--- src/sv/ectc_pkg.sv ---
// ============================================================================
// ectc_pkg: shared constants and types for epoch seconds to civil time
// Field widths, pipeline depths and the reciprocal constants that replace
// every division by a constant in the datapath.
// ============================================================================
`default_nettype none

package ectc_pkg;

   // Input port width and the number of its bits that carry the count
   localparam int EPOCH_W       = 40;
   localparam int SECONDS_WIDTH = 40;
   localparam int SECS_W        = (SECONDS_WIDTH < 32) ? 32 :
                                  (SECONDS_WIDTH > 48) ? 48 : SECONDS_WIDTH;
   // Datapath width of the sign-extended count (largest supported width)
   localparam int EXT_W         = 48;

   // Result field widths
   localparam int YEAR_W  = 16;
   localparam int MONTH_W = 4;
   localparam int DAY_W   = 5;
   localparam int WDAY_W  = 3;
   localparam int HOUR_W  = 5;
   localparam int MIN_W   = 6;
   localparam int SEC_W   = 6;

   // Pipeline depth: day split, then date and time of day side by side
   localparam int SPLIT_STAGES = 5;
   localparam int PATH_STAGES  = 9;
   localparam int NUM_STAGES   = SPLIT_STAGES + PATH_STAGES;

   // Biased count of 128-second units, split in two halves for the
   // long division by 675 (86400 = 128 * 675)
   localparam int U_W  = EXT_W - 6;
   localparam int UL_W = 21;
   localparam int UH_W = U_W - UL_W;
   localparam int KEY_W = 32;
   localparam int SOD_W = 17;
   localparam int ERA_W = 15;
   localparam int DOE_W = 18;
   localparam int YOE_W = 9;
   localparam int DOY_W = 9;

   localparam int DAY_DIV     = 675;
   localparam int ERA_DAYS    = 146097;
   localparam int DOE_LAST    = 146096;
   localparam int YEAR_DAYS   = 365;
   localparam int HOUR_SECS   = 3600;
   localparam int MIN_SECS    = 60;
   localparam int WEEK_DAYS   = 7;
   localparam int ERA_YEARS   = 400;
   localparam int MP_JANUARY  = 10;   // March-based month index of January
   localparam int WDAY_OFFSET = 3;    // biased day key plus this is 0 on Sunday

   // Bias of 675 * (days from 0000-03-01 to the epoch + 2^14 eras): the
   // quotient by 675 is then the day key, never negative
   localparam logic [U_W-1:0] DAY_BIAS =
      U_W'(64'd675 * (64'd719468 + 64'd146097 * 64'd16384));

   // Reciprocals ceil(2^(N+L)/d), exact for every N-bit numerator
   localparam logic [21:0] RCP_675_HI = 22'(((64'd1 << 31) + 64'd674) / 64'd675);
   localparam logic [31:0] RCP_675_LO = 32'(((64'd1 << 41) + 64'd674) / 64'd675);
   localparam logic [32:0] RCP_ERA    = 33'(((64'd1 << 50) + 64'd146096) / 64'd146097);
   localparam logic [17:0] RCP_HOUR   = 18'(((64'd1 << 29) + 64'd3599) / 64'd3600);
   localparam logic [12:0] RCP_MIN    = 13'(((64'd1 << 18) + 64'd59) / 64'd60);
   localparam logic [18:0] RCP_WEEK   = 19'(((64'd1 << 21) + 64'd6) / 64'd7);
   localparam logic [18:0] RCP_1460   = 19'(((64'd1 << 29) + 64'd1459) / 64'd1460);
   localparam logic [18:0] RCP_36524  = 19'(((64'd1 << 34) + 64'd36523) / 64'd36524);
   localparam logic [18:0] RCP_YEAR   = 19'(((64'd1 << 27) + 64'd364) / 64'd365);
   localparam logic [9:0]  RCP_CENT   = 10'(((64'd1 << 16) + 64'd99) / 64'd100);
   localparam logic [11:0] RCP_MP     = 12'(((64'd1 << 19) + 64'd152) / 64'd153);
   localparam logic [11:0] RCP_FIFTH  = 12'(((64'd1 << 14) + 64'd4) / 64'd5);

   typedef logic [KEY_W-1:0] day_key_type;
   typedef logic [SOD_W-1:0] sod_type;

   typedef struct packed {
      logic [HOUR_W-1:0] hour;
      logic [MIN_W-1:0]  minute;
      logic [SEC_W-1:0]  second;
   } tod_type;

endpackage

`default_nettype wire

--- src/sv/ectc_tod.sv ---
// ============================================================================
// ectc_tod: second of day to hour, minute and second
// Reciprocal divides by 3600 and 60 in four stages, then a delay line that
// keeps the fields aligned with the date path.
// ============================================================================
`default_nettype none

module ectc_tod import ectc_pkg::*; (
   input  wire logic                   clock,
   input  wire logic [PATH_STAGES-1:0] stage_en,
   input  wire sod_type                sod,
   output tod_type                     tod
);

   localparam int DELAY = PATH_STAGES - 4;

   // stage 0: hour
   logic [SOD_W+17:0] phour;
   logic [HOUR_W-1:0] hh0_in, hh0_ff;
   sod_type           sod0_ff;

   assign phour  = (SOD_W+18)'(sod) * (SOD_W+18)'(RCP_HOUR);
   assign hh0_in = phour[29+HOUR_W-1:29];

   always_ff @(posedge clock) begin
      if (stage_en[0]) begin
         hh0_ff  <= hh0_in;
         sod0_ff <= sod;
      end
   end

   // stage 1: seconds within the hour
   sod_type           rs_full;
   logic [11:0]       rs1_in, rs1_ff;
   logic [HOUR_W-1:0] hh1_ff;

   assign rs_full = sod0_ff - SOD_W'(hh0_ff) * SOD_W'(HOUR_SECS);
   assign rs1_in  = rs_full[11:0];

   always_ff @(posedge clock) begin
      if (stage_en[1]) begin
         rs1_ff <= rs1_in;
         hh1_ff <= hh0_ff;
      end
   end

   // stage 2: minute
   logic [24:0]       pmin;
   logic [MIN_W-1:0]  mi2_in, mi2_ff;
   logic [11:0]       rs2_ff;
   logic [HOUR_W-1:0] hh2_ff;

   assign pmin   = 25'(rs1_ff) * 25'(RCP_MIN);
   assign mi2_in = pmin[18+MIN_W-1:18];

   always_ff @(posedge clock) begin
      if (stage_en[2]) begin
         mi2_ff <= mi2_in;
         rs2_ff <= rs1_ff;
         hh2_ff <= hh1_ff;
      end
   end

   // stage 3: second
   logic [11:0] ss_full;
   tod_type     tod3_in, tod3_ff;

   assign ss_full        = rs2_ff - 12'(mi2_ff) * 12'(MIN_SECS);
   assign tod3_in.hour   = hh2_ff;
   assign tod3_in.minute = mi2_ff;
   assign tod3_in.second = ss_full[SEC_W-1:0];

   always_ff @(posedge clock) begin
      if (stage_en[3]) begin
         tod3_ff <= tod3_in;
      end
   end

   // Delay line: hold each entry until its stage advances
   tod_type tdl_ff [DELAY];

   always_ff @(posedge clock) begin
      for (int k = 0; k < DELAY; k++) begin
         if (stage_en[4+k]) begin
            tdl_ff[k] <= (k == 0) ? tod3_ff : tdl_ff[(k == 0) ? 0 : k-1];
         end
      end
   end

   assign tod = tdl_ff[DELAY-1];

endmodule

`default_nettype wire
--- config.mk ---
export PLATFORM = sky130hd
export DESIGN_NAME = ectc_tod
export DESIGN_NICKNAME = d
export VERILOG_FILES = /design/src/sv/ectc_pkg.sv /design/src/sv/ectc_tod.sv
export SDC_FILE = /design/constraint.sdc
export NUM_CORES = 1
export LEC_CHECK = 0
export BUFFER_PORTS_ARGS = -buffer_cell sky130_fd_sc_hd__buf_2
export CAP_MARGIN = 15
export CORE_ASPECT_RATIO = 1.75
export CORE_MARGIN = 4
export CORE_UTILIZATION = 40
export CTS_CLUSTER_DIAMETER = 60
export CTS_CLUSTER_SIZE = 12
export DETAILED_ROUTE_END_ITERATION = 12
export HOLD_SLACK_MARGIN = 0.03
export PLACE_DENSITY_LB_ADDON = 0.1
export SLEW_MARGIN = 20
export SYNTH_ARGS = -nofsm -noshare
export SYNTH_HDL_FRONTEND = slang
export SYNTH_SLANG_ARGS = --single-unit
--- constraint.sdc ---
create_clock -name clock -period 8.7 [get_ports clock]
set_clock_uncertainty 0.1 [all_clocks]
set_input_delay 1.74 -clock clock [delete_from_list [all_inputs] [get_ports clock]]
set_output_delay 1.74 -clock clock [all_outputs]
set_load 0.02 [all_outputs]
# Word-level counts from Yosys, hierarchy flattened
# Memories as Yosys holds them, arrays and structs flattened.
# Cells that the tools add are included.
[word_totals]
reg_bits = 68
latch_bits = 0
ramBits = 85
romBits = 0
inputBits = 27
word_cells = 27
memories = 1
[op_classes]
add_sub_neg = 2
n_mul = 4
div_mod_pow = 0
magnitude_cmp = 0
n_eq_ne = 0
shift = 0
n_mux = 10
n_bitwise = 0
n_reduce_logical = 0
[memory_table]
columns = ["memory", "words", "word_bits", "read_ports", "rd_ports_with_merged_regs", "wr", "line", "source"]
rows = [
  ["tdl_ff", 5, 17, 5, 0, 5, "ectc_tod.sv:80", "tod_type tdl_ff [DELAY];"],
]
[op_table]
columns = ["cell", "n"]
rows = [
  ["17-bit by 18-bit multiplier with 34-bit output, second input constant", 1],
  ["12-bit by 12-bit multiplier with 23-bit output, second input constant", 1],
  ["12-bit subtractor", 1],
  ["1-bit two-way mux", 10],
  ["5-bit by 8-bit multiplier with 8-bit output, second input constant", 1],
  ["6-bit by 4-bit multiplier with 4-bit output, second input constant", 1],
  ["6-bit subtractor", 1],
]

# Logic depth before layout (Yosys ltp)
[logic_depth]
word_depth = 2
ltp_mapped = 20

# Worst setup path after synthesis
# OpenSTA, ideal clock, no wires.
[synth_timing]
kind = "input-to-reg"
start = "input sod[14]"
end = "register hh0_ff[2], data pin"
arrival_time_ps = 6156
required_ps = 8463
slack_ps = 2307
path_stages = 18
path_buffers = 0
cell_sequence = "ha_1 -> ha_1 -> inv_1 -> fa_1 -> inv_1 -> fa_1 -> fa_1 -> inv_1 -> fa_1 -> inv_1 -> ha_1 -> o211ai_1 -> nor3_1 -> a221oi_2 -> a31oi_1 -> o31a_1 -> or3_1 -> nand4_1"
[synth_via]
elab_chain_len = 1
[synth_lines]
columns = ["item", "line", "source"]
rows = [
  ["from (decl)", "ectc_tod.sv:11", "input wire sod_type sod,"],
  ["17-bit by 18-bit multiplier with 34-bit output", "ectc_tod.sv:22", "assign phour = (SOD_W+18)'(sod) * (SOD_W+18)'(RCP_HOUR);"],
  ["via phour[31]", "ectc_tod.sv:18", "logic [SOD_W+17:0] phour;"],
  ["to (signal assigned)", "ectc_tod.sv:27", "hh0_ff <= hh0_in;"],
  ["to (decl)", "ectc_tod.sv:19", "logic [HOUR_W-1:0] hh0_in, hh0_ff;"],
]
# The timed path passes the listed nets, and every way through them passes these cells.
# A chain may end at the register's enable or synchronous reset.

# Worst setup path in the final report
[layout_timing]
start = "input sod[9]"
end = "register hh0_ff[2], data pin"
# Same word-level chain as after synthesis.

==> results.sh <==
export IMPL_status="finished clean"
export IMPL_seq_area_frac_synth=0.4282
export IMPL_antenna_found_initial=1
export IMPL_numCtsBuffers=17
export IMPL_seqPwrFrac=0.284
export IMPL_cts_resized=0
export IMPL_fin_nets=1180
export IMPL_io_pins=44
export IMPL_power_mw=3.791
export IMPL_critPathArrivalTime_ns=6.84
export IMPL_gp_congestion=0.9017
export IMPL_grt_pass1_vias=6599
export IMPL_htree_levels=4
export IMPL_drt_iter0_drc=162
export IMPL_cts_tree="yes"
export IMPL_ys_types=39
export IMPL_ys_ff_latch=153
export IMPL_final_common_cell="ha_1"
export IMPL_tns_ns=0
export IMPL_grt_setup_unrepaired="false"
export IMPL_fp_dieW_um=131.8
export IMPL_hold_class="flip-flop to flip-flop"
export IMPL_crit_type="input pin to flip-flop"
export IMPL_drc=0
export IMPL_final_cell_mix="ha_1, inv_1, edfxtp_1"
export IMPL_cts_hold_buffers=0
export IMPL_cts_sinks=153
export IMPL_startpoint_type="input pin"
export IMPL_worstPathRequired_ns=8.88
export IMPL_comb_power_share=0.528
export IMPL_ys_warn_count=0
export IMPL_nFillCells=2432
export IMPL_grt_pass1_wl_um=32690
export IMPL_syn_inst=803
export IMPL_dp_slack_ns=1.501
export IMPL_hpwl_um=17340
export IMPL_mappedNetlistNets=1135
export IMPL_post_cts_setup_buffers=0
export IMPL_cap_violations=0
export IMPL_max_freq_ghz=0.1503
export IMPL_row_count=79
export IMPL_finalHoldViolations=0
export IMPL_drt_pass1_iter_count=4
export IMPL_syn_avg_cell_area_um2=13.36
export IMPL_setup_viol=0
export IMPL_peakVddDrop_uv=166.2
export IMPL_report_final_slew_viol_count=0
export IMPL_viasPerCell=4.853
export IMPL_netSwitchingPower_mw=1.511
export IMPL_max_slew_margin_rel=0.5036
export IMPL_end_kind="flip-flop"
export IMPL_p_int_mw=2.279
export IMPL_clockBufferDepth=2
export IMPL_numPortBuffers=43
export IMPL_p_clk_frac=0.188
export IMPL_core_area_um2=26490
export IMPL_grt_overflow_total=0
export IMPL_grt_max_degree=19
export IMPL_post_route_period_util=0.7648
export IMPL_worst_slew_pin_slew_ns=0.7368
export IMPL_clock_latency_ns=0.42
export IMPL_finalCriticalPeriod_ns=6.654
export IMPL_syn_area_um2=10730
export IMPL_clkSlewWorstSetupHoldPaths_ns=0.07
export IMPL_die_area_um2=29610
export IMPL_swShare=0.3987
export IMPL_num_vias=5756
export IMPL_routedWlPerCell_um=16.87
export IMPL_drive_gt1_frac=0.09756
export IMPL_cts_root_buf="clkbuf_16"
export IMPL_final_setup_worst_slack_ns=2.046
export IMPL_area_growth_synth_to_final_pct=10.24
export IMPL_start_util=0.4050
export IMPL_p_per_area_nw_per_um2=320.5
export IMPL_die_height_um=224.7
export IMPL_path_max_fanout=8
export IMPL_grtUsageTotal=0.1437
export IMPL_antenna_left=0
export IMPL_leakagePower_nw=5.686
export IMPL_wirelength_um=20010
==> through the flow <==
stage	hold slack (ns)	instance area (µm²)	util	cells
after detailed placement	0.3045	11220	0.4236	1153
after global placement	0.3004	11220	0.4236	1153
final	0.3143	11830	0.4465	1186
after CTS	0.3135	11830	0.4464	1185
after floorplan	0.3003	10730	-	803
after global routing	0.3183	11830	0.4464	1185
==> power by group through the flow <==
| stage | combinational (mW) | sequential [mW] | clock [mW] |
|---|---|---|---|
| floorplan | 1.48 | 1.06 | 0 |
| global placement | 1.97 | 1.09 | 0 |
| detailed placement | 2.04 | 1.10 | 0 |
| CTS | 2.07 | 1.08 | 0.739 |
| global route | 2.35 | 1.09 | 0.766 |
| finish | 2.00 | 1.08 | 0.714 |
==> flip-flops by register name (all words and copies together) (netlist names) <==
signal	count
rs1_ff	12
hh2_ff	5
tdl_ff	85
mi2_ff	6
hh1_ff	5
sod0_ff	12
rs2_ff	6
tod3_ff	17
hh0_ff	5
==> final cells by class <==
type	count	area, µm²	share of cell area
inverter	193	724.4	0.06125
antenna	1	2.502	0.0002116
multi-input combinational	440	5283	0.4466
sequential	153	4594	0.3884
clock buffer	17	425.4	0.03597
timing repair buffer	43	215.2	0.01820
tap	324	405.4	0.03427
clock inverter	15	177.7	0.01502
==> layer usage <==
layer	up-vias	GRT usage	share of wire	wire length [µm]
met1	2817	0.1224	0.32	6432
met3	40	0.01992	0.022	434
met2	91	0.3079	0.61	12130
met4	0	0.07664	0.051	1018
met5	-	0	0	0
li1	2808	-	-	-
==> synthesized netlist by cell type (all sizes together) <==
| cell type | instances | share of area |
|---|---|---|
| ha | 228 | 0.27 |
| inv | 193 | 0.068 |
| edfxtp | 153 | 0.43 |
| fa | 77 | 0.14 |
| xnor2 | 20 | 0.016 |
| a21oi | 19 | 0.0089 |
| buf | 17 | 0.012 |
| nand2 | 9 | 0.0031 |
| nand3 | 9 | 0.0042 |
| nor2 | 9 | 0.0031 |
| o21ai | 9 | 0.0042 |
| xor2 | 8 | 0.0065 |
| a21o | 7 | 0.0049 |
| nor3 | 5 | 0.0023 |
| a31oi | 3 | 0.0023 |
| and2 | 3 | 0.0017 |
| nand2b | 3 | 0.0017 |
| nand4 | 3 | 0.0017 |
| or2 | 3 | 0.0017 |
| a211oi | 2 | 0.0019 |
| a221oi | 2 | 0.0022 |
| a31o | 2 | 0.0016 |
| and3 | 2 | 0.0012 |
| and4 | 2 | 0.0016 |
| nor2b | 2 | 0.0012 |
| o211ai | 2 | 0.0014 |
| o21a | 2 | 0.0014 |
| o22ai | 2 | 0.0012 |
| a21boi | 1 | 0.00070 |
| a221o | 1 | 0.00093 |
| o211a | 1 | 0.00093 |
| o31a | 1 | 0.00082 |
| o31ai | 1 | 0.00070 |
| o41ai | 1 | 0.0015 |
| or3 | 1 | 0.00058 |
==> worst paths after layout <==
path                                    from             to  slack [ns]  depth (start not counted)
worst max register to register     rs1_ff[1]      mi2_ff[2]        4.64                         14
worst max-delay path                  sod[9]      hh0_ff[2]        2.05                         21
worst min register to register  tdl_ff[0][3]  tdl_ff[0][20]        0.31                          0
worst min-delay path            tdl_ff[0][3]  tdl_ff[0][20]        0.31                          0
==> kinds of logic (layout without fill, tap and decap cells) <==
logic type | count (synthesis) | count (layout) | share of synthesized area
compound gates | 56 | 56 | 0.03557
xor+xnor | 28 | 28 | 0.02286
fa+ha+maj | 305 | 305 | 0.4096
buf+inv | 210 | 268 | 0.07942
flops | 153 | 153 | 0.4282
other cells | 0 | 1 | 0
simple gates | 51 | 51 | 0.02437
==> worst max-delay path, cell delays in order <==
cell     delay (ns)
buf_2          0.23
inv_1          0.07
ha_1           0.29
inv_1          0.06
ha_1           0.22
inv_1          0.08
fa_1           0.53
inv_1          0.04
ha_1           0.31
fa_1           0.55
inv_1          0.06
fa_1           0.53
inv_1          0.04
ha_1           0.30
a21oi_1        0.16
o22ai_1        0.11
o31ai_1        0.42
a31oi_1        0.24
o31a_1         0.40
or3_1          0.36
nand4_1        0.09
Power figures use the tool's default switching activity.
