--- config.mk ---
export PLATFORM = sky130hd
export DESIGN_NAME = ectc_date
export DESIGN_NICKNAME = d
export VERILOG_FILES = /design/src/sv/ectc_pkg.sv /design/src/sv/ectc_date.sv
export SDC_FILE = /design/constraint.sdc
export NUM_CORES = 2
export LEC_CHECK = 0
export ABC_AREA = 1
export ABC_CLOCK_PERIOD_IN_PS = 20700
export BUFFER_PORTS_ARGS = -buffer_cell sky130_fd_sc_hd__buf_4
export CAP_MARGIN = 20
export CELL_PAD_IN_SITES_DETAIL_PLACEMENT = 0
export CELL_PAD_IN_SITES_GLOBAL_PLACEMENT = 1
export CORE_MARGIN = 2
export CORE_UTILIZATION = 39
export CTS_BUF_LIST = sky130_fd_sc_hd__clkbuf_8
export CTS_CLUSTER_DIAMETER = 60
export DETAILED_ROUTE_END_ITERATION = 7
export PLACE_DENSITY = 0.7
export SLEW_MARGIN = 25
export SYNTH_ARGS = -nofsm -noshare
export SYNTH_HDL_FRONTEND = slang
export SYNTH_SLANG_ARGS = --single-unit
--- constraint.sdc ---
create_clock -name clock -period 20.7 [get_ports clock]
set_clock_uncertainty 0.2 [all_clocks]
set_input_delay 4.14 -clock clock [delete_from_list [all_inputs] [get_ports clock]]
set_output_delay 4.14 -clock clock [all_outputs]
set_load 0.005 [all_outputs]
--- src/sv/ectc_pkg.sv ---
// ============================================================================
// ectc_pkg: shared constants and types for epoch seconds to civil time
// Field widths, pipeline depths and the reciprocal constants that replace
// every division by a constant in the datapath.
// ============================================================================
`default_nettype none

package ectc_pkg;

   // Input port width and the number of its bits that carry the count
   localparam int EPOCH_W       = 40;
   localparam int SECONDS_WIDTH = 40;
   localparam int SECS_W        = (SECONDS_WIDTH < 32) ? 32 :
                                  (SECONDS_WIDTH > 48) ? 48 : SECONDS_WIDTH;
   // Datapath width of the sign-extended count (largest supported width)
   localparam int EXT_W         = 48;

   // Result field widths
   localparam int YEAR_W  = 16;
   localparam int MONTH_W = 4;
   localparam int DAY_W   = 5;
   localparam int WDAY_W  = 3;
   localparam int HOUR_W  = 5;
   localparam int MIN_W   = 6;
   localparam int SEC_W   = 6;

   // Pipeline depth: day split, then date and time of day side by side
   localparam int SPLIT_STAGES = 5;
   localparam int PATH_STAGES  = 9;
   localparam int NUM_STAGES   = SPLIT_STAGES + PATH_STAGES;

   // Biased count of 128-second units, split in two halves for the
   // long division by 675 (86400 = 128 * 675)
   localparam int U_W  = EXT_W - 6;
   localparam int UL_W = 21;
   localparam int UH_W = U_W - UL_W;
   localparam int KEY_W = 32;
   localparam int SOD_W = 17;
   localparam int ERA_W = 15;
   localparam int DOE_W = 18;
   localparam int YOE_W = 9;
   localparam int DOY_W = 9;

   localparam int DAY_DIV     = 675;
   localparam int ERA_DAYS    = 146097;
   localparam int DOE_LAST    = 146096;
   localparam int YEAR_DAYS   = 365;
   localparam int HOUR_SECS   = 3600;
   localparam int MIN_SECS    = 60;
   localparam int WEEK_DAYS   = 7;
   localparam int ERA_YEARS   = 400;
   localparam int MP_JANUARY  = 10;   // March-based month index of January
   localparam int WDAY_OFFSET = 3;    // biased day key plus this is 0 on Sunday

   // Bias of 675 * (days from 0000-03-01 to the epoch + 2^14 eras): the
   // quotient by 675 is then the day key, never negative
   localparam logic [U_W-1:0] DAY_BIAS =
      U_W'(64'd675 * (64'd719468 + 64'd146097 * 64'd16384));

   // Reciprocals ceil(2^(N+L)/d), exact for every N-bit numerator
   localparam logic [21:0] RCP_675_HI = 22'(((64'd1 << 31) + 64'd674) / 64'd675);
   localparam logic [31:0] RCP_675_LO = 32'(((64'd1 << 41) + 64'd674) / 64'd675);
   localparam logic [32:0] RCP_ERA    = 33'(((64'd1 << 50) + 64'd146096) / 64'd146097);
   localparam logic [17:0] RCP_HOUR   = 18'(((64'd1 << 29) + 64'd3599) / 64'd3600);
   localparam logic [12:0] RCP_MIN    = 13'(((64'd1 << 18) + 64'd59) / 64'd60);
   localparam logic [18:0] RCP_WEEK   = 19'(((64'd1 << 21) + 64'd6) / 64'd7);
   localparam logic [18:0] RCP_1460   = 19'(((64'd1 << 29) + 64'd1459) / 64'd1460);
   localparam logic [18:0] RCP_36524  = 19'(((64'd1 << 34) + 64'd36523) / 64'd36524);
   localparam logic [18:0] RCP_YEAR   = 19'(((64'd1 << 27) + 64'd364) / 64'd365);
   localparam logic [9:0]  RCP_CENT   = 10'(((64'd1 << 16) + 64'd99) / 64'd100);
   localparam logic [11:0] RCP_MP     = 12'(((64'd1 << 19) + 64'd152) / 64'd153);
   localparam logic [11:0] RCP_FIFTH  = 12'(((64'd1 << 14) + 64'd4) / 64'd5);

   typedef logic [KEY_W-1:0] day_key_type;
   typedef logic [SOD_W-1:0] sod_type;

   typedef struct packed {
      logic [HOUR_W-1:0] hour;
      logic [MIN_W-1:0]  minute;
      logic [SEC_W-1:0]  second;
   } tod_type;

endpackage

`default_nettype wire

--- src/sv/ectc_date.sv ---
// ============================================================================
// ectc_date: day key to calendar date and weekday
// Era and day of era, year of era, day of year, March-based month, then the
// civil year, month and day, nine register stages.
// ============================================================================
`default_nettype none

module ectc_date import ectc_pkg::*; (
   input  wire logic                   clock,
   input  wire logic [PATH_STAGES-1:0] stage_en,
   input  wire day_key_type            day_key,
   output logic signed [YEAR_W-1:0]    year,
   output logic [MONTH_W-1:0]          month,
   output logic [DAY_W-1:0]            day_of_month,
   output logic [WDAY_W-1:0]           weekday
);

   // stage 0: biased era
   logic [KEY_W+32:0] era_prod;
   logic [ERA_W-1:0]  era0_in, era0_ff;
   day_key_type       key0_ff;

   assign era_prod = (KEY_W+33)'(day_key) * (KEY_W+33)'(RCP_ERA);
   assign era0_in  = era_prod[50+ERA_W-1:50];

   always_ff @(posedge clock) begin
      if (stage_en[0]) begin
         era0_ff <= era0_in;
         key0_ff <= day_key;
      end
   end

   // stage 1: day of era; era years, wrapped to the field (bias is 0 mod 2^16)
   logic [KEY_W-1:0]  doe_full;
   logic [ERA_W+8:0]  era_years;
   logic [DOE_W-1:0]  doe1_in, doe1_ff;
   logic [YEAR_W-1:0] yb1_in, yb1_ff;

   assign doe_full  = key0_ff - KEY_W'(era0_ff) * KEY_W'(ERA_DAYS);
   assign doe1_in   = doe_full[DOE_W-1:0];
   assign era_years = (ERA_W+9)'(era0_ff) * (ERA_W+9)'(ERA_YEARS);
   assign yb1_in    = era_years[YEAR_W-1:0];

   always_ff @(posedge clock) begin
      if (stage_en[1]) begin
         doe1_ff <= doe1_in;
         yb1_ff  <= yb1_in;
      end
   end

   // stage 2: leap corrections and week quotient
   logic [DOE_W+18:0] p1460, p36524, pweek;
   logic [DOE_W-1:0]  doe_wk;
   logic [7:0]        q1460_in, q1460_ff;
   logic [2:0]        q36524_in, q36524_ff;
   logic [14:0]       w7_in, w7_ff;
   logic [DOE_W-1:0]  doe2_ff;
   logic [YEAR_W-1:0] yb2_ff;

   assign doe_wk    = doe1_ff + DOE_W'(WDAY_OFFSET);
   assign p1460     = (DOE_W+19)'(doe1_ff) * (DOE_W+19)'(RCP_1460);
   assign p36524    = (DOE_W+19)'(doe1_ff) * (DOE_W+19)'(RCP_36524);
   assign pweek     = (DOE_W+19)'(doe_wk) * (DOE_W+19)'(RCP_WEEK);
   assign q1460_in  = p1460[36:29];
   assign q36524_in = p36524[36:34];
   assign w7_in     = pweek[35:21];

   always_ff @(posedge clock) begin
      if (stage_en[2]) begin
         q1460_ff  <= q1460_in;
         q36524_ff <= q36524_in;
         w7_ff     <= w7_in;
         doe2_ff   <= doe1_ff;
         yb2_ff    <= yb1_ff;
      end
   end

   // stage 3: leap-adjusted day count and weekday
   logic [DOE_W-1:0]  adj3_in, adj3_ff, wd_full;
   logic [WDAY_W-1:0] wd3_in, wd3_ff;
   logic [DOE_W-1:0]  doe3_ff;
   logic [YEAR_W-1:0] yb3_ff;

   assign adj3_in = doe2_ff - DOE_W'(q1460_ff) + DOE_W'(q36524_ff)
                    - DOE_W'(doe2_ff == DOE_W'(DOE_LAST));
   assign wd_full = doe2_ff + DOE_W'(WDAY_OFFSET) - DOE_W'(w7_ff) * DOE_W'(WEEK_DAYS);
   assign wd3_in  = wd_full[WDAY_W-1:0];

   always_ff @(posedge clock) begin
      if (stage_en[3]) begin
         adj3_ff <= adj3_in;
         wd3_ff  <= wd3_in;
         doe3_ff <= doe2_ff;
         yb3_ff  <= yb2_ff;
      end
   end

   // stage 4: year of era
   logic [DOE_W+18:0] pyear;
   logic [YOE_W-1:0]  yoe4_in, yoe4_ff;
   logic [WDAY_W-1:0] wd4_ff;
   logic [DOE_W-1:0]  doe4_ff;
   logic [YEAR_W-1:0] yb4_ff;

   assign pyear   = (DOE_W+19)'(adj3_ff) * (DOE_W+19)'(RCP_YEAR);
   assign yoe4_in = pyear[27+YOE_W-1:27];

   always_ff @(posedge clock) begin
      if (stage_en[4]) begin
         yoe4_ff <= yoe4_in;
         wd4_ff  <= wd3_ff;
         doe4_ff <= doe3_ff;
         yb4_ff  <= yb3_ff;
      end
   end

   // stage 5: day of year, March based
   logic [YOE_W+9:0]  pcent;
   logic [DOE_W-1:0]  ystart, doy_full;
   logic [DOY_W-1:0]  doy5_in, doy5_ff;
   logic [YOE_W-1:0]  yoe5_ff;
   logic [WDAY_W-1:0] wd5_ff;
   logic [YEAR_W-1:0] yb5_ff;

   assign pcent    = (YOE_W+10)'(yoe4_ff) * (YOE_W+10)'(RCP_CENT);
   assign ystart   = DOE_W'(yoe4_ff) * DOE_W'(YEAR_DAYS) + DOE_W'(yoe4_ff >> 2)
                     - DOE_W'(pcent[18:16]);
   assign doy_full = doe4_ff - ystart;
   assign doy5_in  = doy_full[DOY_W-1:0];

   always_ff @(posedge clock) begin
      if (stage_en[5]) begin
         doy5_ff <= doy5_in;
         yoe5_ff <= yoe4_ff;
         wd5_ff  <= wd4_ff;
         yb5_ff  <= yb4_ff;
      end
   end

   // stage 6: March-based month index
   logic [10:0]       mp_num;
   logic [22:0]       pmp;
   logic [3:0]        mp6_in, mp6_ff;
   logic [DOY_W-1:0]  doy6_ff;
   logic [YOE_W-1:0]  yoe6_ff;
   logic [WDAY_W-1:0] wd6_ff;
   logic [YEAR_W-1:0] yb6_ff;

   assign mp_num = 11'(doy5_ff) * 11'd5 + 11'd2;
   assign pmp    = 23'(mp_num) * 23'(RCP_MP);
   assign mp6_in = pmp[22:19];

   always_ff @(posedge clock) begin
      if (stage_en[6]) begin
         mp6_ff  <= mp6_in;
         doy6_ff <= doy5_ff;
         yoe6_ff <= yoe5_ff;
         wd6_ff  <= wd5_ff;
         yb6_ff  <= yb5_ff;
      end
   end

   // stage 7: first day of the month within the March-based year
   logic [10:0]       ms_num;
   logic [22:0]       pms;
   logic [DOY_W-1:0]  ms7_in, ms7_ff;
   logic [3:0]        mp7_ff;
   logic [DOY_W-1:0]  doy7_ff;
   logic [YOE_W-1:0]  yoe7_ff;
   logic [WDAY_W-1:0] wd7_ff;
   logic [YEAR_W-1:0] yb7_ff;

   assign ms_num = 11'(mp6_ff) * 11'd153 + 11'd2;
   assign pms    = 23'(ms_num) * 23'(RCP_FIFTH);
   assign ms7_in = pms[14+DOY_W-1:14];

   always_ff @(posedge clock) begin
      if (stage_en[7]) begin
         ms7_ff  <= ms7_in;
         mp7_ff  <= mp6_ff;
         doy7_ff <= doy6_ff;
         yoe7_ff <= yoe6_ff;
         wd7_ff  <= wd6_ff;
         yb7_ff  <= yb6_ff;
      end
   end

   // stage 8: civil fields; January and February belong to the next year
   logic                     early_year;
   logic [DOY_W-1:0]         dom_full;
   logic signed [YEAR_W-1:0] year_in, year_ff;
   logic [MONTH_W-1:0]       month_in, month_ff;
   logic [DAY_W-1:0]         dom_in, dom_ff;
   logic [WDAY_W-1:0]        wday_ff;

   assign early_year = (mp7_ff >= 4'(MP_JANUARY));
   assign dom_full   = doy7_ff - ms7_ff + DOY_W'(1);
   assign dom_in     = dom_full[DAY_W-1:0];
   assign month_in   = early_year ? mp7_ff - 4'(MP_JANUARY - 1) : mp7_ff + 4'd3;
   assign year_in    = yb7_ff + YEAR_W'(yoe7_ff) + YEAR_W'(early_year);

   always_ff @(posedge clock) begin
      if (stage_en[8]) begin
         year_ff  <= year_in;
         month_ff <= month_in;
         dom_ff   <= dom_in;
         wday_ff  <= wd7_ff;
      end
   end

   assign year         = year_ff;
   assign month        = month_ff;
   assign day_of_month = dom_ff;
   assign weekday      = wday_ff;

endmodule

`default_nettype wire

# Word-level counts from Yosys, hierarchy flattened

Cells that the tools add are included.

Eq/ne operators: 1
Multiplexer cells: 1
$lt $le $gt $ge: 1
Multipliers: 14
$add $sub $neg: 18

Operators by type and width:

| kind                                                | count |
|---|---|
| multiplier 32 x 33 -> 65 bit, second input constant | 1 |
| multiplier 18 x 19 -> 37 bit, second input constant | 1 |
| multiplier 18 x 18 -> 35 bit, second input constant | 1 |
| multiplier 18 x 16 -> 34 bit, second input constant | 1 |
| multiplier 18 x 16 -> 33 bit, second input constant | 1 |
| multiplier 11 x 12 -> 23 bit, second input constant | 1 |
| adder 11 x 2 -> 11 bit, second input constant       | 2 |
| multiplier 11 x 12 -> 19 bit, second input constant | 1 |
| adder 18 x 2 -> 18 bit, second input constant       | 1 |
| adder 18 x 3 -> 18 bit                              | 1 |
| == test 18 bit, second input constant               | 1 |
| multiplier 15 x 18 -> 18 bit, second input constant | 1 |
| subtractor 18 x 1 -> 18 bit                         | 1 |
| subtractor 18 bit                                   | 1 |
| subtractor 18 x 8 -> 18 bit                         | 1 |
| adder 16 x 1 -> 16 bit                              | 1 |
| adder 16 x 9 -> 16 bit                              | 1 |
| multiplier 15 x 3 -> 3 bit, second input constant   | 1 |
| multiplier 15 x 5 -> 12 bit, second input constant  | 1 |
| multiplier 9 x 6 -> 15 bit, second input constant   | 1 |
| multiplier 4 x 8 -> 11 bit, second input constant   | 1 |
| multiplier 9 x 3 -> 11 bit, second input constant   | 1 |
| adder 9 x 7 -> 9 bit                                | 1 |
| multiplier 9 x 9 -> 9 bit, second input constant    | 1 |
| 10 further kinds                                    | 10 |

Bits of input ports: 42
Output and inout bits: 28
Logic and storage cells: 71
Register bits: 326

# Longest topological paths before layout

Word-level depth: 4
Depth in mapped cells: 33
Depth with buffers taken out: 33

# Least setup slack after synthesis

Ideal clock, no wire load.

Path kind: in2reg
From: in day_key[23]
To: reg era0_ff[5], data pin
Stages on the path: 20
Slack: 10.610 ns
Setup time: 0.252 ns
Data required time: 20.248 ns
Arrival: 9.638 ns
Buffers on the path: 0
Cell sequence: fa_1 inv_1 fa_1 fa_1 inv_1 fa_1 fa_1 fa_1 fa_1 inv_1 fa_1 inv_1 ha_1 nand2_1 nor2_1 nand3_1 nor4_2 nand2_1 nand3_1 nand2_1

Cells in the longest elaborated chain, start to end: 1

Ends and longest elaborated chain:

| what                         | line            | RTL |
|---|---|---|
| from (decl)                  | ectc_date.sv:11 | `input wire day_key_type day_key,` |
| multiplier 32 x 33 -> 65 bit | ectc_date.sv:23 | `assign era_prod = (KEY_W+33)'(day_key) * (KEY_W+33)'(RCP_ERA);` |
| named net era_prod[55]       | ectc_date.sv:19 | `logic [KEY_W+32:0] era_prod;` |
| to (signal assigned)         | ectc_date.sv:28 | `era0_ff <= era0_in;` |
| to (decl)                    | ectc_date.sv:20 | `logic [ERA_W-1:0] era0_in, era0_ff;` |

The timed path passes the listed nets, and every way through them passes these cells.
A chain may end at the register's enable or synchronous reset.

# Worst setup path after layout

From: in day_key[17]
To: reg era0_ff[13], data pin

Same word-level chain as after synthesis.

==> results.md <==
* Most frequent CP cell: fa_1
* Post-Syn Area per Cell at 9.39 um2
* RSZ-0062 raised after global routing: false
* Die width at 403 um
* Area growth, synth to finish at 6.96%
* Max incr delay on CP at 590 ps
* Seq cells post-synth at 314
* IO Count at 70
* Setup TNS at 0 ps
* Standard-cell rows at 146
* Worst r2r path cells at 20
* Critical path peak fanout at 7
* Critical path arrival at 10660 ps
* Largest net degree at the start of global routing at 45
* GR Util All Layers at 20.5%
* HPWL after DPL at 147000 um
* Post-synthesis sequential area ratio at 15.2%
* H-tree levels at 2
* Die area at 0.162 mm2
* Root Driver: clkbuf_8
* Final instance area at 0.0664 mm2
* Global-route wire length before repair at 257000 um
* Layout cell share with drive strength beyond 1 at 2.83%
* Cell variety after synth at 45
* Nets@finish at 9022
* Status: finished clean
* Worst setup SP type: input pin
* Filler instances at 15700
* WP buf/inv at 5
* Setup Crit Path Kind: input pin to flip-flop
* Crit path max-delay family: adder cells
* Starting Density at 39.3%
* Synth warn at 0
* Total wire length at 163000 um
* Rel. slew slack at 48.5%
* Max cap viols at 0
* CTS tree: yes
* Multi-input logic area at 0.0452 mm2
* Crit-path slowest cell: fa_1
* Cts bufs inserted at 57
* Hold Path Stages at 0
* Wire per inst at 18.3 um
* GRT overflow at 0
* DR pass1 iterations at 6
* Post-synth top flop: edfxtp_1
* Max frequency at 0.0960 GHz
* Commonest non-fill, non-tap cell in the layout: inv_1
* Number of nets still failing antenna checks after routing at 0
* Crit path time final at 10410 ps
* Worst-Skew Late Latency at 700 ps
* Clk slew on worst S/H paths at 70 ps
* Final Slew Violations at 0
* WP depth at 23
* Worst-case clock buffer depth at 3
* CP Capture Type: flip-flop
* Slew @ Worst Pin at 769 ps
* Cell chain of the critical path: buf_4 > ha_1 > inv_1 > fa_1 > inv_1 > fa_1 > fa_1 > fa_1 > fa_1 > fa_1 > inv_1 > fa_1 > inv_1 > ha_1 > nand2_1 > nor2_1 > nand3_1 > a21oi_1 > nor2_1 > nand2_1 > nand2_1 > nand3_1 > nand2_1
* Input/output buffers at 69
* Most frequent cells in the layout: 2001 x inv_1, 1256 x ha_1, 969 x fa_1
* Vias in the first global route at 45400
* Setup violators final at 0
* Post-CTS Setup Inserts at 0
* Min-Delay Path Class: flip-flop to flip-flop
* Synth Cell Area at 0.0621 mm2
* Gpl congestion at 0.960
* DP Area at 0.0653 mm2
* Number of vias per cell at 4.76
* Post-synth ARST share at 0%
* EDFF count, synth at 314
* # resized after CTS at 0
* Final Hold Vio Count at 0
* CORE AREA at 0.158 mm2
* Mapped Cells at 6611
* Initial DRC count at 2187
* Die Ht at 403 um
* Worst Path Required at 20950 ps
* Drc violations at 0
* Hold-fix buffers, CTS at 0
* Initial antenna violation count at 6
* Register Area at 0.00943 mm2
* Clock sinks at 314
* Period Utilization, post-route at 50.3%
* Vias post-DR at 42200
* Post-Syn Nets at 8878
==> cell usage after synthesis, types with 5 or more instances <==
cell type | n | area [um2]
nand3_1 | 174 | 871
nand4_1 | 37 | 231
nor2_1 | 230 | 863
inv_1 | 1986 | 7450
ha_1 | 1256 | 15700
fa_1 | 969 | 19400
o21a_1 | 9 | 67.6
a31oi_1 | 13 | 81.3
nand2_2 | 5 | 31.3
o21ai_1 | 6 | 30.0
nor2_2 | 10 | 62.6
and3_1 | 5 | 31.3
or2_2 | 7 | 43.8
edfxtp_1 | 314 | 9430
o21bai_1 | 37 | 278
a21o_1 | 22 | 165
xor2_1 | 104 | 911
nor3_1 | 56 | 280
o211ai_1 | 8 | 60.1
nand3b_1 | 16 | 120
a21boi_0 | 6 | 45.0
a21oi_1 | 236 | 1180
o21ai_0 | 101 | 505
nand2_1 | 902 | 3390
xnor2_1 | 52 | 455
nor4_1 | 16 | 100
==> worst register-to-register path, cell delays in order (launching register included) <==
cell,delay (ps)
edfxtp_1,830
ha_1,570
nand2_1,160
nor2_2,240
xor2_1,550
ha_1,410
fa_1,560
inv_1,60
fa_1,530
inv_1,60
fa_1,560
inv_1,70
fa_1,530
inv_1,40
ha_1,360
a21oi_1,230
nand2_1,90
a21oi_1,170
nand2_1,70
nand2_1,50
nand2_1,40
==> metrics by stage <==
stage	setup slack [ps]	util (%)	hold slack (ps)	instances
after floorplan	10610	-	200	6611
after global placement	9690	41.3	200	8766
after detailed placement	9630	41.3	205	8768
after CTS	10410	42.0	202	8868
after global routing	10100	42.0	217	8869
final	10290	42.0	200	8869
==> flip-flops by register name, summed over array words and instances (netlist names), 15 cells and up <==
name     count
doe2_ff     18
year        16
adj3_ff     18
key0_ff     18
doe1_ff     18
era0_ff     15
==> cell type report <==
type / count / share of cell area (%)
flip-flops and latches: 314 / 14.2
well taps: 2072 / 3.90
multi-input cells: 4309 / 68.1
repair buffers: 85 / 0.978
inverters: 1988 / 11.2
clock buffers: 57 / 1.18
diodes: 1 / 0.00377
clock inverters: 43 / 0.445
==> kinds of logic after synthesis <==
family                     after synthesis  synth area share (%)
xor gates and xnor gates               157                  2.23
AOI/OAI and AO/OA                      454                  4.09
and+or+nand+nor                       1472                  9.92
DFF                                    314                  15.2
adders and majority gates             2225                  56.5
buffers and inverters                 1988                  12.0
muxes                                    1                0.0181
==> path summary, 6_finish.rpt <==
kind	start	endpoint	slack, ps
worst max-delay path	day_key[17]	era0_ff[13]$_DFFE_PP_	10290
worst min register to register	yoe6_ff[8]$_DFFE_PP_	yoe7_ff[8]$_DFFE_PP_	200
worst max register to register	doe1_ff[4]$_DFFE_PP_	w7_ff[1]$_DFFE_PP_	14070
worst min-delay path	yoe6_ff[8]$_DFFE_PP_	yoe7_ff[8]$_DFFE_PP_	200
==> metal layers <==
layer | global-route usage, % | wire, um
met5 | 0 | 0
met1 | 28.9 | 76600
met2 | 33.4 | 74000
met3 | 2.86 | 8210
met4 | 4.77 | 3860
Power is not shown: default switching activity piles up to over one toggle a cycle in this logic, so the estimate is an artifact.
